[config.mk]
export PLATFORM = sky130hd
export DESIGN_NAME = idle_timeout_power_state_ladder_unit_flat
export DESIGN_NICKNAME = d
export VERILOG_FILES = /design/src/ipsl_pkg.sv /design/src/ipsl_if.sv /design/src/ipsl_step.sv /design/src/idle_timeout_power_state_ladder_unit.sv /design/src/flat_wrapper.sv
export SDC_FILE = /design/constraint.sdc
export NUM_CORES = 1
export LEC_CHECK = 0
export BUFFER_PORTS_ARGS = -buffer_cell sky130_fd_sc_hd__buf_2
export CORE_MARGIN = 3
export CORE_UTILIZATION = 40
export CTS_CLUSTER_DIAMETER = 40
export DETAILED_ROUTE_END_ITERATION = 8
export GPL_ROUTABILITY_DRIVEN = 0
export HOLD_SLACK_MARGIN = 0.06
export REMOVE_ABC_BUFFERS = 1
export SYNTH_ARGS = -nofsm -noshare
export SYNTH_HDL_FRONTEND = slang
export SYNTH_SLANG_ARGS = --single-unit
[constraint.sdc]
create_clock -name clk_i -period 5.8 [get_ports clk_i]
set_input_delay 1.16 -clock clk_i [delete_from_list [all_inputs] [get_ports clk_i]]
set_output_delay 1.16 -clock clk_i [all_outputs]
set_load 0.1 [all_outputs]
[src/ipsl_pkg.sv]
package ipsl_pkg;

  localparam int IDLE_BITS  = 32;
  localparam int LEVEL_BITS = 8;
  // compare width covers both the idle counter and the 32-bit timeouts
  localparam int CMP_BITS   = (IDLE_BITS > 32) ? IDLE_BITS : 32;

  localparam int CFG_IDX_BITS = 3;
  localparam int CFG_BITS     = 32;

  typedef enum logic [CFG_IDX_BITS-1:0] {
    CFG_DIM_TIMEOUT   = 3'd0,
    CFG_LIGHT_TIMEOUT = 3'd1,
    CFG_DEEP_TIMEOUT  = 3'd2,
    CFG_DIM_LEVEL     = 3'd3,
    CFG_ACTIVE_LEVEL  = 3'd4
  } cfg_idx_e;

  typedef enum logic [1:0] {
    REQ_TICK     = 2'd0,
    REQ_ACTIVITY = 2'd1,
    REQ_CRITICAL = 2'd2,
    REQ_FORCE    = 2'd3
  } req_e;

  typedef enum logic [3:0] {
    ST_ACTIVE = 4'b0001,
    ST_DIM    = 4'b0010,
    ST_LIGHT  = 4'b0100,
    ST_DEEP   = 4'b1000
  } state_e;

  localparam logic [1:0] CODE_ACTIVE = 2'd0;
  localparam logic [1:0] CODE_DIM    = 2'd1;
  localparam logic [1:0] CODE_LIGHT  = 2'd2;
  localparam logic [1:0] CODE_DEEP   = 2'd3;

  localparam logic [1:0] EV_NONE   = 2'd0;
  localparam logic [1:0] EV_CHANGE = 2'd1;
  localparam logic [1:0] EV_DEEP   = 2'd2;

  localparam logic [31:0] RST_DIM_TIMEOUT   = 32'd30000;
  localparam logic [31:0] RST_LIGHT_TIMEOUT = 32'd120000;
  localparam logic [31:0] RST_DEEP_TIMEOUT  = 32'd600000;
  localparam logic [7:0]  RST_DIM_LEVEL     = 8'd20;
  localparam logic [7:0]  RST_ACTIVE_LEVEL  = 8'd200;

  typedef struct packed {
    logic [31:0] dim_timeout;
    logic [31:0] light_timeout;
    logic [31:0] deep_timeout;
    logic [7:0]  dim_level;
    logic [7:0]  active_level;
  } cfg_t;

  typedef struct packed {
    state_e               st;
    logic [IDLE_BITS-1:0] idle;
    logic                 radio_save;
    logic                 service_on;
  } ctx_t;

  typedef struct packed {
    logic [1:0]  req_type;
    logic [15:0] elapsed_ms;
    logic [2:0]  target_state;
  } item_t;

  typedef struct packed {
    logic [1:0]  power_state;
    logic        state_changed;
    logic        backlight_write;
    logic [7:0]  backlight_level;
    logic        radio_power_save;
    logic        network_service_on;
    logic [1:0]  event_code;
    logic [31:0] idle_ms_out;
    logic        status;
    logic        sleep_request;
  } result_t;

  function automatic logic [1:0] state_code(state_e st);
    logic [1:0] code;
    case (st)
      ST_ACTIVE: code = CODE_ACTIVE;
      ST_DIM:    code = CODE_DIM;
      ST_LIGHT:  code = CODE_LIGHT;
      ST_DEEP:   code = CODE_DEEP;
      default:   code = CODE_ACTIVE;
    endcase
    return code;
  endfunction

  function automatic state_e code_state(logic [1:0] code);
    state_e st;
    case (code)
      CODE_ACTIVE: st = ST_ACTIVE;
      CODE_DIM:    st = ST_DIM;
      CODE_LIGHT:  st = ST_LIGHT;
      CODE_DEEP:   st = ST_DEEP;
      default:     st = ST_ACTIVE;
    endcase
    return st;
  endfunction

  // mask to LEVEL_BITS, then fit the 8-bit field
  function automatic logic [7:0] fit_level(logic [7:0] lvl);
    return 8'(LEVEL_BITS'(lvl));
  endfunction

endpackage

[src/ipsl_if.sv]
interface ipsl_in_if;
  logic        valid;
  logic        ready;
  logic [1:0]  req_type;
  logic [15:0] elapsed_ms;
  logic [2:0]  target_state;

  modport source (output valid, req_type, elapsed_ms, target_state, input ready);
  modport sink   (input valid, req_type, elapsed_ms, target_state, output ready);
endinterface

interface ipsl_out_if;
  logic        valid;
  logic        ready;
  logic [1:0]  power_state;
  logic        state_changed;
  logic        backlight_write;
  logic [7:0]  backlight_level;
  logic        radio_power_save;
  logic        network_service_on;
  logic [1:0]  event_code;
  logic [31:0] idle_ms_out;
  logic        status;
  logic        sleep_request;

  modport source (
    output valid, power_state, state_changed, backlight_write, backlight_level,
           radio_power_save, network_service_on, event_code, idle_ms_out,
           status, sleep_request,
    input  ready
  );
  modport sink (
    input  valid, power_state, state_changed, backlight_write, backlight_level,
           radio_power_save, network_service_on, event_code, idle_ms_out,
           status, sleep_request,
    output ready
  );
endinterface

[src/ipsl_step.sv]
module ipsl_step import ipsl_pkg::*; (
  input  cfg_t    cfg_i,
  input  ctx_t    ctx_i,
  input  item_t   item_i,
  output ctx_t    ctx_o,
  output result_t res_o
);

  logic [IDLE_BITS:0]   sum;
  logic [IDLE_BITS-1:0] idle_new;
  logic [CMP_BITS-1:0]  idle_cmp;
  logic                 go;
  state_e               tgt;
  logic                 status;
  logic                 move;

  always_comb begin
    sum      = {1'b0, ctx_i.idle} + (IDLE_BITS + 1)'(item_i.elapsed_ms);
    idle_new = sum[IDLE_BITS] ? '1 : sum[IDLE_BITS-1:0];
    idle_cmp = CMP_BITS'(idle_new);
  end

  always_comb begin
    ctx_o  = ctx_i;
    go     = 1'b0;
    tgt    = ctx_i.st;
    status = 1'b0;
    case (req_e'(item_i.req_type))
      REQ_TICK: begin
        ctx_o.idle = idle_new;
        case (ctx_i.st)
          ST_ACTIVE: begin
            go  = idle_cmp >= CMP_BITS'(cfg_i.dim_timeout);
            tgt = ST_DIM;
          end
          ST_DIM: begin
            go  = idle_cmp >= CMP_BITS'(cfg_i.light_timeout);
            tgt = ST_LIGHT;
          end
          ST_LIGHT: begin
            go  = idle_cmp >= CMP_BITS'(cfg_i.deep_timeout);
            tgt = ST_DEEP;
          end
          default: go = 1'b0;  // deep sleep only counts
        endcase
      end
      REQ_ACTIVITY: begin
        ctx_o.idle = '0;
        go  = (ctx_i.st == ST_DIM) || (ctx_i.st == ST_LIGHT);
        tgt = ST_ACTIVE;
      end
      REQ_CRITICAL: begin
        go  = 1'b1;
        tgt = ST_DEEP;
      end
      REQ_FORCE: begin
        if (item_i.target_state[2]) begin
          status = 1'b1;
        end else begin
          go  = 1'b1;
          tgt = code_state(item_i.target_state[1:0]);
        end
      end
      default: go = 1'b0;
    endcase

    move = go && (tgt != ctx_i.st);

    res_o                 = '0;
    res_o.status          = status;
    if (move) begin
      ctx_o.st            = tgt;
      res_o.state_changed = 1'b1;
      case (tgt)
        ST_ACTIVE: begin
          res_o.backlight_write = 1'b1;
          res_o.backlight_level = fit_level(cfg_i.active_level);
          ctx_o.radio_save      = 1'b0;
          ctx_o.service_on      = 1'b1;
          res_o.event_code      = EV_CHANGE;
        end
        ST_DIM: begin
          res_o.backlight_write = 1'b1;
          res_o.backlight_level = fit_level(cfg_i.dim_level);
          res_o.event_code      = EV_CHANGE;
        end
        ST_LIGHT: begin
          ctx_o.radio_save = 1'b1;
          ctx_o.service_on = 1'b0;
          res_o.event_code = EV_CHANGE;
        end
        default: begin
          res_o.event_code    = EV_DEEP;
          res_o.sleep_request = 1'b1;
        end
      endcase
    end

    res_o.power_state        = state_code(ctx_o.st);
    res_o.radio_power_save   = ctx_o.radio_save;
    res_o.network_service_on = ctx_o.service_on;
    res_o.idle_ms_out        = (CMP_BITS'(ctx_o.idle) > CMP_BITS'(32'hFFFF_FFFF))
                               ? 32'hFFFF_FFFF : 32'(ctx_o.idle);
  end

endmodule

[src/idle_timeout_power_state_ladder_unit.sv]
// Idle power ladder: active, dim, light sleep, deep sleep. One request per cycle
// while the result port takes results; an accepted input beat goes through the
// input register, then the single-pass state update into the result register.
// The rate is set by the state and idle-counter registers, which are updated in
// the same cycle as a request is evaluated, so back-to-back requests always see
// the previous one's effect. The user must write timeouts and backlight levels
// through the cfg port while no request is in flight; the block does not enforce it.
module idle_timeout_power_state_ladder_unit import ipsl_pkg::*; (
  input  logic                    clk_i,
  input  logic                    rst_ni,
  input  logic                    cfg_we_i,
  input  logic [CFG_IDX_BITS-1:0] cfg_idx_i,
  input  logic [CFG_BITS-1:0]     cfg_data_i,
  ipsl_in_if.sink                 in_i,
  ipsl_out_if.source              out_o
);

  cfg_t    cfg_q;
  ctx_t    ctx_q, ctx_d;
  item_t   item_q;
  logic    item_vld_q;
  result_t res_q, res_d;
  logic    res_vld_q;
  logic    adv;

  // result slot free, so the input stage can move on
  assign adv        = !res_vld_q || out_o.ready;
  assign in_i.ready = !item_vld_q || adv;

  always_ff @(posedge clk_i or negedge rst_ni) begin
    if (!rst_ni) begin
      cfg_q.dim_timeout   <= RST_DIM_TIMEOUT;
      cfg_q.light_timeout <= RST_LIGHT_TIMEOUT;
      cfg_q.deep_timeout  <= RST_DEEP_TIMEOUT;
      cfg_q.dim_level     <= RST_DIM_LEVEL;
      cfg_q.active_level  <= RST_ACTIVE_LEVEL;
    end else if (cfg_we_i) begin
      case (cfg_idx_e'(cfg_idx_i))
        CFG_DIM_TIMEOUT:   cfg_q.dim_timeout   <= cfg_data_i;
        CFG_LIGHT_TIMEOUT: cfg_q.light_timeout <= cfg_data_i;
        CFG_DEEP_TIMEOUT:  cfg_q.deep_timeout  <= cfg_data_i;
        CFG_DIM_LEVEL:     cfg_q.dim_level     <= cfg_data_i[7:0];
        CFG_ACTIVE_LEVEL:  cfg_q.active_level  <= cfg_data_i[7:0];
        default: ;
      endcase
    end
  end

  always_ff @(posedge clk_i) begin
    if (in_i.valid && in_i.ready) begin
      item_q.req_type     <= in_i.req_type;
      item_q.elapsed_ms   <= in_i.elapsed_ms;
      item_q.target_state <= in_i.target_state;
    end
    if (item_vld_q && adv) begin
      res_q <= res_d;
    end
  end

  always_ff @(posedge clk_i or negedge rst_ni) begin
    if (!rst_ni) begin
      item_vld_q       <= 1'b0;
      res_vld_q        <= 1'b0;
      ctx_q.st         <= ST_ACTIVE;
      ctx_q.idle       <= '0;
      ctx_q.radio_save <= 1'b0;
      ctx_q.service_on <= 1'b1;
    end else begin
      if (in_i.ready) begin
        item_vld_q <= in_i.valid;
      end
      if (adv) begin
        res_vld_q <= item_vld_q;
      end
      if (item_vld_q && adv) begin
        ctx_q <= ctx_d;
      end
    end
  end

  ipsl_step u_step (
    .cfg_i  (cfg_q),
    .ctx_i  (ctx_q),
    .item_i (item_q),
    .ctx_o  (ctx_d),
    .res_o  (res_d)
  );

  assign out_o.valid              = res_vld_q;
  assign out_o.power_state        = res_q.power_state;
  assign out_o.state_changed      = res_q.state_changed;
  assign out_o.backlight_write    = res_q.backlight_write;
  assign out_o.backlight_level    = res_q.backlight_level;
  assign out_o.radio_power_save   = res_q.radio_power_save;
  assign out_o.network_service_on = res_q.network_service_on;
  assign out_o.event_code         = res_q.event_code;
  assign out_o.idle_ms_out        = res_q.idle_ms_out;
  assign out_o.status             = res_q.status;
  assign out_o.sleep_request      = res_q.sleep_request;

  // deep sleep entry beat carries the deep state and its event
  a_sleep_entry: assert property (@(posedge clk_i) disable iff (!rst_ni)
    out_o.valid && out_o.sleep_request |->
      out_o.power_state == CODE_DEEP && out_o.event_code == EV_DEEP
      && out_o.state_changed)
    else $error("sleep request without deep sleep entry");

  // a rejected force target never moves the state
  a_invalid_hold: assert property (@(posedge clk_i) disable iff (!rst_ni)
    out_o.valid && out_o.status |-> !out_o.state_changed && out_o.event_code == EV_NONE)
    else $error("invalid target changed state");

  // a result beat reflects the live state register while the input stage is empty
  a_state_track: assert property (@(posedge clk_i) disable iff (!rst_ni)
    out_o.valid && !item_vld_q |-> out_o.power_state == state_code(ctx_q.st))
    else $error("result state differs from state register");

  // a stalled result stage does not update the state
  a_ctx_hold: assert property (@(posedge clk_i) disable iff (!rst_ni)
    !adv |=> $stable(ctx_q))
    else $error("state moved while result stage stalled");

endmodule

[src/flat_wrapper.sv]
// flat-port wrapper written by rule: the top's interface ports become plain ports
module idle_timeout_power_state_ladder_unit_flat import ipsl_pkg::*;
  (clk_i, rst_ni, cfg_we_i, cfg_idx_i, cfg_data_i, in_i_valid, in_i_req_type, in_i_elapsed_ms, in_i_target_state, in_i_ready, out_o_valid, out_o_power_state, out_o_state_changed, out_o_backlight_write, out_o_backlight_level, out_o_radio_power_save, out_o_network_service_on, out_o_event_code, out_o_idle_ms_out, out_o_status, out_o_sleep_request, out_o_ready);
  ipsl_in_if in_i_i ();
  ipsl_out_if out_o_i ();
  input  logic clk_i;
  input  logic rst_ni;
  input  logic cfg_we_i;
  input  logic [CFG_IDX_BITS-1:0] cfg_idx_i;
  input  logic [CFG_BITS-1:0] cfg_data_i;
  input wire logic [$bits(in_i_i.valid)-1:0] in_i_valid;
  input wire logic [$bits(in_i_i.req_type)-1:0] in_i_req_type;
  input wire logic [$bits(in_i_i.elapsed_ms)-1:0] in_i_elapsed_ms;
  input wire logic [$bits(in_i_i.target_state)-1:0] in_i_target_state;
  output wire logic [$bits(in_i_i.ready)-1:0] in_i_ready;
  output wire logic [$bits(out_o_i.valid)-1:0] out_o_valid;
  output wire logic [$bits(out_o_i.power_state)-1:0] out_o_power_state;
  output wire logic [$bits(out_o_i.state_changed)-1:0] out_o_state_changed;
  output wire logic [$bits(out_o_i.backlight_write)-1:0] out_o_backlight_write;
  output wire logic [$bits(out_o_i.backlight_level)-1:0] out_o_backlight_level;
  output wire logic [$bits(out_o_i.radio_power_save)-1:0] out_o_radio_power_save;
  output wire logic [$bits(out_o_i.network_service_on)-1:0] out_o_network_service_on;
  output wire logic [$bits(out_o_i.event_code)-1:0] out_o_event_code;
  output wire logic [$bits(out_o_i.idle_ms_out)-1:0] out_o_idle_ms_out;
  output wire logic [$bits(out_o_i.status)-1:0] out_o_status;
  output wire logic [$bits(out_o_i.sleep_request)-1:0] out_o_sleep_request;
  input wire logic [$bits(out_o_i.ready)-1:0] out_o_ready;
  assign in_i_i.valid = in_i_valid;
  assign in_i_i.req_type = in_i_req_type;
  assign in_i_i.elapsed_ms = in_i_elapsed_ms;
  assign in_i_i.target_state = in_i_target_state;
  assign in_i_ready = in_i_i.ready;
  assign out_o_valid = out_o_i.valid;
  assign out_o_power_state = out_o_i.power_state;
  assign out_o_state_changed = out_o_i.state_changed;
  assign out_o_backlight_write = out_o_i.backlight_write;
  assign out_o_backlight_level = out_o_i.backlight_level;
  assign out_o_radio_power_save = out_o_i.radio_power_save;
  assign out_o_network_service_on = out_o_i.network_service_on;
  assign out_o_event_code = out_o_i.event_code;
  assign out_o_idle_ms_out = out_o_i.idle_ms_out;
  assign out_o_status = out_o_i.status;
  assign out_o_sleep_request = out_o_i.sleep_request;
  assign out_o_i.ready = out_o_ready;
  idle_timeout_power_state_ladder_unit u_core (.clk_i(clk_i), .rst_ni(rst_ni), .cfg_we_i(cfg_we_i), .cfg_idx_i(cfg_idx_i), .cfg_data_i(cfg_data_i), .in_i(in_i_i), .out_o(out_o_i));
endmodule
* Word-level counts from Yosys, hierarchy flattened
Cells that the tools add are included.
** Cells by class
- $add $sub $neg :: 1
- $lt $le $gt $ge :: 4
- Equal/unequal tests :: 20
- Muxes and demuxes :: 18
- Reduce and logical (&&, ||, !) cells :: 17
** Operators by type and width (count)
- $ge 32x32->1 :: 3
- $pmux 32 s2 :: 1
- $add 32x16->33 :: 1
- $gt 32x32->1 const B :: 1
- $mux 32 :: 1
- $pmux 4 s4 :: 2
- $pmux 9 s2 :: 1
- $eq 4x2->1 const B :: 3
- $eq 4x3->1 const B :: 3
- $pmux 4 s3 :: 1
- $mux 10 :: 1
- $reduce_and 2->1 :: 5
- $eq 2x2->1 const B :: 4
- $eq 4x1->1 const B :: 2
- $mux 4 :: 2
- $eq 3x2->1 const B :: 2
- $pmux 2 s3 :: 1
- $eq 2x1->1 const B :: 2
- $eq 4x4->1 const B :: 1
- $logic_not 2->1 :: 2
- $mux 2 :: 2
- $ne 4x4->1 :: 1
- $pmux 1 s4 :: 1
- $pmux 2 s2 :: 1
- other kinds (9) :: 16
** Word-level totals
- Flip-flop bits (word level) :: 223
- Output and inout port bits :: 52
- Word-level logic and storage cells :: 84

* Logic depth before layout (Yosys ltp)
- Depth in word-level cells :: 9
- Gate-level depth with buffers :: 19
- Gate-level depth less buffers :: 17

* Modules after synthesis
From an unflattened synthesis, not the netlist that was laid out.
** Second synthesis, totals
- Cell total of the unflattened synthesis :: 1150
- Area total of the unflattened synthesis :: 12926.1 µm²
** Modules (own cells, without submodules)
- idle_timeout_power_state_ladder_unit :: instances 1, cells each 401, area each 7901.3 µm², sequential area each 5972.0 µm²
- ipsl_step :: instances 1, cells each 749, area each 5024.8 µm², sequential area each 0.0 µm²

* Least setup slack after synthesis
OpenSTA, ideal clock, no wires.
- Path type :: register -> register
- Start point :: reg u_core.ctx_q[2] (netlist name)
- End point :: reg u_core.res_q, in the netlist u_core.out_o.power_state[1], data pin
- Setup time :: 0.260 ns
- Arrival time :: 4.495 ns
- Required time :: 5.540 ns
- Setup slack :: 1.044 ns
- Cell stages (with the launch flop) :: 18
- Path buffers :: 0
- Period minus slack after synthesis :: 4.756 ns
- Cell sequence :: dfrtp_1 > ha_1 > fa_1 > a211oi_1 > o21ai_1 > a31oi_2 > a2bb2oi_2 > a21oi_1 > nand3_1 > mux2_1 > ha_1 > nand4_1 > nor4_1 > a2bb2oi_1 > a21oi_1 > a31oi_1 > a31oi_4 > mux2_4
** RTL lines
- start, declared :: RTL line idle_timeout_power_state_ladder_unit.sv:19 : ctx_t ctx_q, ctx_d;
- start signal, assigned :: RTL line idle_timeout_power_state_ladder_unit.sv:76 : ctx_q <= ctx_d;
- end signal, assigned :: RTL line idle_timeout_power_state_ladder_unit.sv:56 : res_q <= res_d;
- end, declared :: RTL line idle_timeout_power_state_ladder_unit.sv:22 : result_t res_q, res_d;

==> results by group <==
Clock tree
  • Worst-Skew Late Latency: around 0.53 ns
  • CTS Sinks: 222
  • H-tree level count: 2
  • Post-CTS setup repair buffer count: 0
  • CTS Root Buffer Type: clkbuf_16
  • CTS tree: done
  • Total CTS buffers: 37
  • CTS Hold Buffers Added: 0
  • Post-CTS sizing: 0
  • CTS clk-pin slew, worst paths: around 0.06 ns
  • Max Buffers Root-to-Sink: 3

Die
  • Die extent in x: 183.8 µm
  • Starting density of the core: 0.4092
  • Die Y: around 180 µm
  • Core Region: 30910 µm²
  • Rows: 64
  • # IOs: about 110
  • Die area: about 34000 µm²

STA
  • Worst Slack Setup Final: 0.4754 ns
  • Crit share post-route: 0.9180
  • Max Clock Skew: 0.03074 ns
  • Normalized max-slew margin: 0.2261
  • Sum of negative setup slack: 0 ns
  • Fmax: 187.8 MHz
  • Final Setup Violations: 0
  • Slew Limit Fails: 0
  • RSZ-0062 raised after global routing: no
  • Final hold violations: 0
  • Worst slew pin tran: 1.161 ns
  • Tmin final: 5.325 ns

Detailed routing
  • DRT Wirelength: 33.02 mm
  • Pre-antenna DRT Iters: 6
  • DRC viols: 0
  • Vias per std cell: 5.350
  • Final ANT Viol Nets: 0
  • WL/cell: 17.86 µm
  • Vias after detailed routing: 9893
  • Initial detailed-routing violation count: approximately 690

Synth
  • Prevailing post-synth register cell: dfrtp_1
  • Synth unique cells: 78
  • Register bit count reported by yosys: between 200 and 250
  • EDFF count, synth: 70
  • Async SR Flop Fraction: 0.6847
  • Sequential area share after synthesis: 0.4698
  • Cell Area, Synth: between 10000 and 15000 µm²
  • Post-Syn Area per Cell: 9.684 µm²
  • Post-Synthesis Cells: ~1300
  • Synth Warn #: 0

Placement
  • Post-place setup slack: between 0.5 and 0.6 ns
  • Detailed Place HPWL: 24.06 mm
  • Dpl cells: approximately 1800
  • IO buf count: ~110

Critical path
  • Crit path capture type: register
  • Worst reg2reg path endpoint: u_core.out_o.power_state[1]
  • Slowest cell delay on critical path: 0.82 ns
  • Crit-path cells: ha_1, a21o_1, o21ba_2, o21ai_1, a2bb2oi_2, a211oi_2, nor3_1, a21oi_1, ha_1, nand4_1, nor3_1, a2111o_1, o31a_1, a31oi_4, a31oi_4, mux2_4
  • Worst setup path start: u_core.item_q[14]
  • WS Path Type: reg2reg
  • Worst Path Max Fanout: 10
  • Crit path DAT: 5.57 ns
  • CP Launch Type: register
  • Worst EP required: about 6.1 ns
  • Critical path destination: u_core.out_o.power_state[1]
  • FF-to-FF setup slack: 0.48 ns
  • Cell count of the worst reg-to-reg path: 16
  • Reg2reg start: u_core.item_q[14]
  • Worst path slowest cell: a211oi_2

Power and ir drop
  • Leak pwr: 6.653 nW
  • Worst VDD drop: 233.6 µV
  • Pwr per Cell Area: around 470 nW/µm²

Global route
  • Vias in the first global route: 9741
  • Grt ovf: 0
  • Total track usage: 0.1957
  • Initial antenna violation count: 0
  • First-pass GRT wire length: 52.90 mm
  • Largest net degree at the start of global routing: 71

Cells and area
  • Non-Filler Instances: 1849
  • Net total in the final layout: 1598
  • Most frequent cells in the layout: 185 x nand2_1, 157 x o21ai_0, 123 x dfrtp_1
  • ANT cells: 0
  • Area delta synth->final: 18.13%
  • Commonest non-fill, non-tap cell in the layout: nand2_1
  • Share of cells above drive strength 1: 0.1886

Job
  • Maxcap violations: 0

Outcome
  • Run status: finished, final reports clean

Worst hold path
  • Worst Hold Class: in2async
## sequential cells by signal, indices dropped and copies added (netlist names), 2 cells and up
signal                        count
u_core.out_o.idle_ms_out         32
u_core.item_q                    21
u_core.ctx_q                     38
u_core.out_o.backlight_level      8
u_core.out_o.power_state          2
u_core.cfg_q                    112
## critical path, delay by kind of cell, from the launching register on
family | cells | cell delay, ns
muxes | 1 | 0.32
AOI/OAI and AO/OA | 10 | 3.11
adders and majority gates | 2 | 0.82
DFF | 1 | 0.42
and+or+nand+nor | 3 | 0.39
## layout make-up
type	instances	area, µm²
repair buffers	135	739.5
flip-flops and latches	222	5942
fillers	2887	15970
clock inverters	25	321.6
multi-input cells	913	6041
well taps	396	495.5
clock buffers	43	969.7
inverters	115	431.7
## metrics by stage
stage	util	power (W)	instance area, µm²	hold WS (ns)
2_1_floorplan	-	0.004085	12400	0.4572
3_3_place_gp	0.4416	0.004748	13650	0.4679
3_5_place_dp	0.4416	0.004798	13650	0.4944
4_1_cts	0.4834	0.007108	14940	0.4520
5_1_grt	0.4834	0.007542	14940	0.4576
6_report	0.4834	0.007061	14940	0.4648
## synthesized netlist by cell type, types with 12 or more instances
cell type  number  area (µm²)
nor2b_1        12       75.07
o21ai_0       157       785.8
nand4_1        19       118.9
mux2_2         21       236.5
edfxtp_1       70        2102
nor2_1         52       195.2
nand2_1       185       694.4
a31oi_1        16       100.1
a21oi_1        80       400.4
inv_1         115       431.7
nor3_1         20       100.1
dfrtp_1       123        3078
xnor2_1        16       140.1
clkbuf_1       40       150.1
nand3_1        18       90.09
dfstp_2        29       762.0
o22a_1         19       166.4
ha_1          112        1401
and3_1         15       93.84
## per-layer routing
metal  track usage  up-vias  routed length, µm
met1        0.2698     4714              15360
met5             0        -                  0
met2        0.3154      232              15150
met3       0.03779       53               1684
met4       0.05836        0                826
li1              -     4894                  -
## kinds of logic (layout without fill, tap and decap cells)
kind of cell / count (synthesis) / in the layout / synth area share
compound gates: 383 / 383 / 0.1903
simple gates: 367 / 367 / 0.1341
flops: 222 / 222 / 0.4698
buf+inv: 171 / 318 / 0.05362
fa+ha+maj: 113 / 113 / 0.1124
mux: 26 / 26 / 0.02315
xor+xnor: 24 / 24 / 0.01662
## worst min path at each step
stage | endpoint | slack (ns) | cells after the start | startpoint
2_1_floorplan | u_core.out_o.valid | 0.46 | 1 | u_core.item_vld_q
5_1_grt | u_core.cfg_q[70] | 0.46 | 1 | rst_ni
4_1_cts | u_core.cfg_q[70] | 0.45 | 1 | rst_ni
6_report | u_core.cfg_q[70] | 0.46 | 1 | rst_ni
3_5_place_dp | u_core.cfg_q[14] | 0.49 | 1 | u_core.cfg_q[14]
3_3_place_gp | u_core.out_o.valid | 0.47 | 1 | u_core.item_vld_q
## power by group
part           internal, W  total (W)  switching, W  leakage (nW)
clock network      0.00145    0.00226      0.000813         0.631
registers          0.00197    0.00213      0.000159          2.53
logic             0.000901    0.00267       0.00177          3.49
total              0.00432    0.00706       0.00274          6.65
Note: power is estimated with default switching activity, not from simulation.
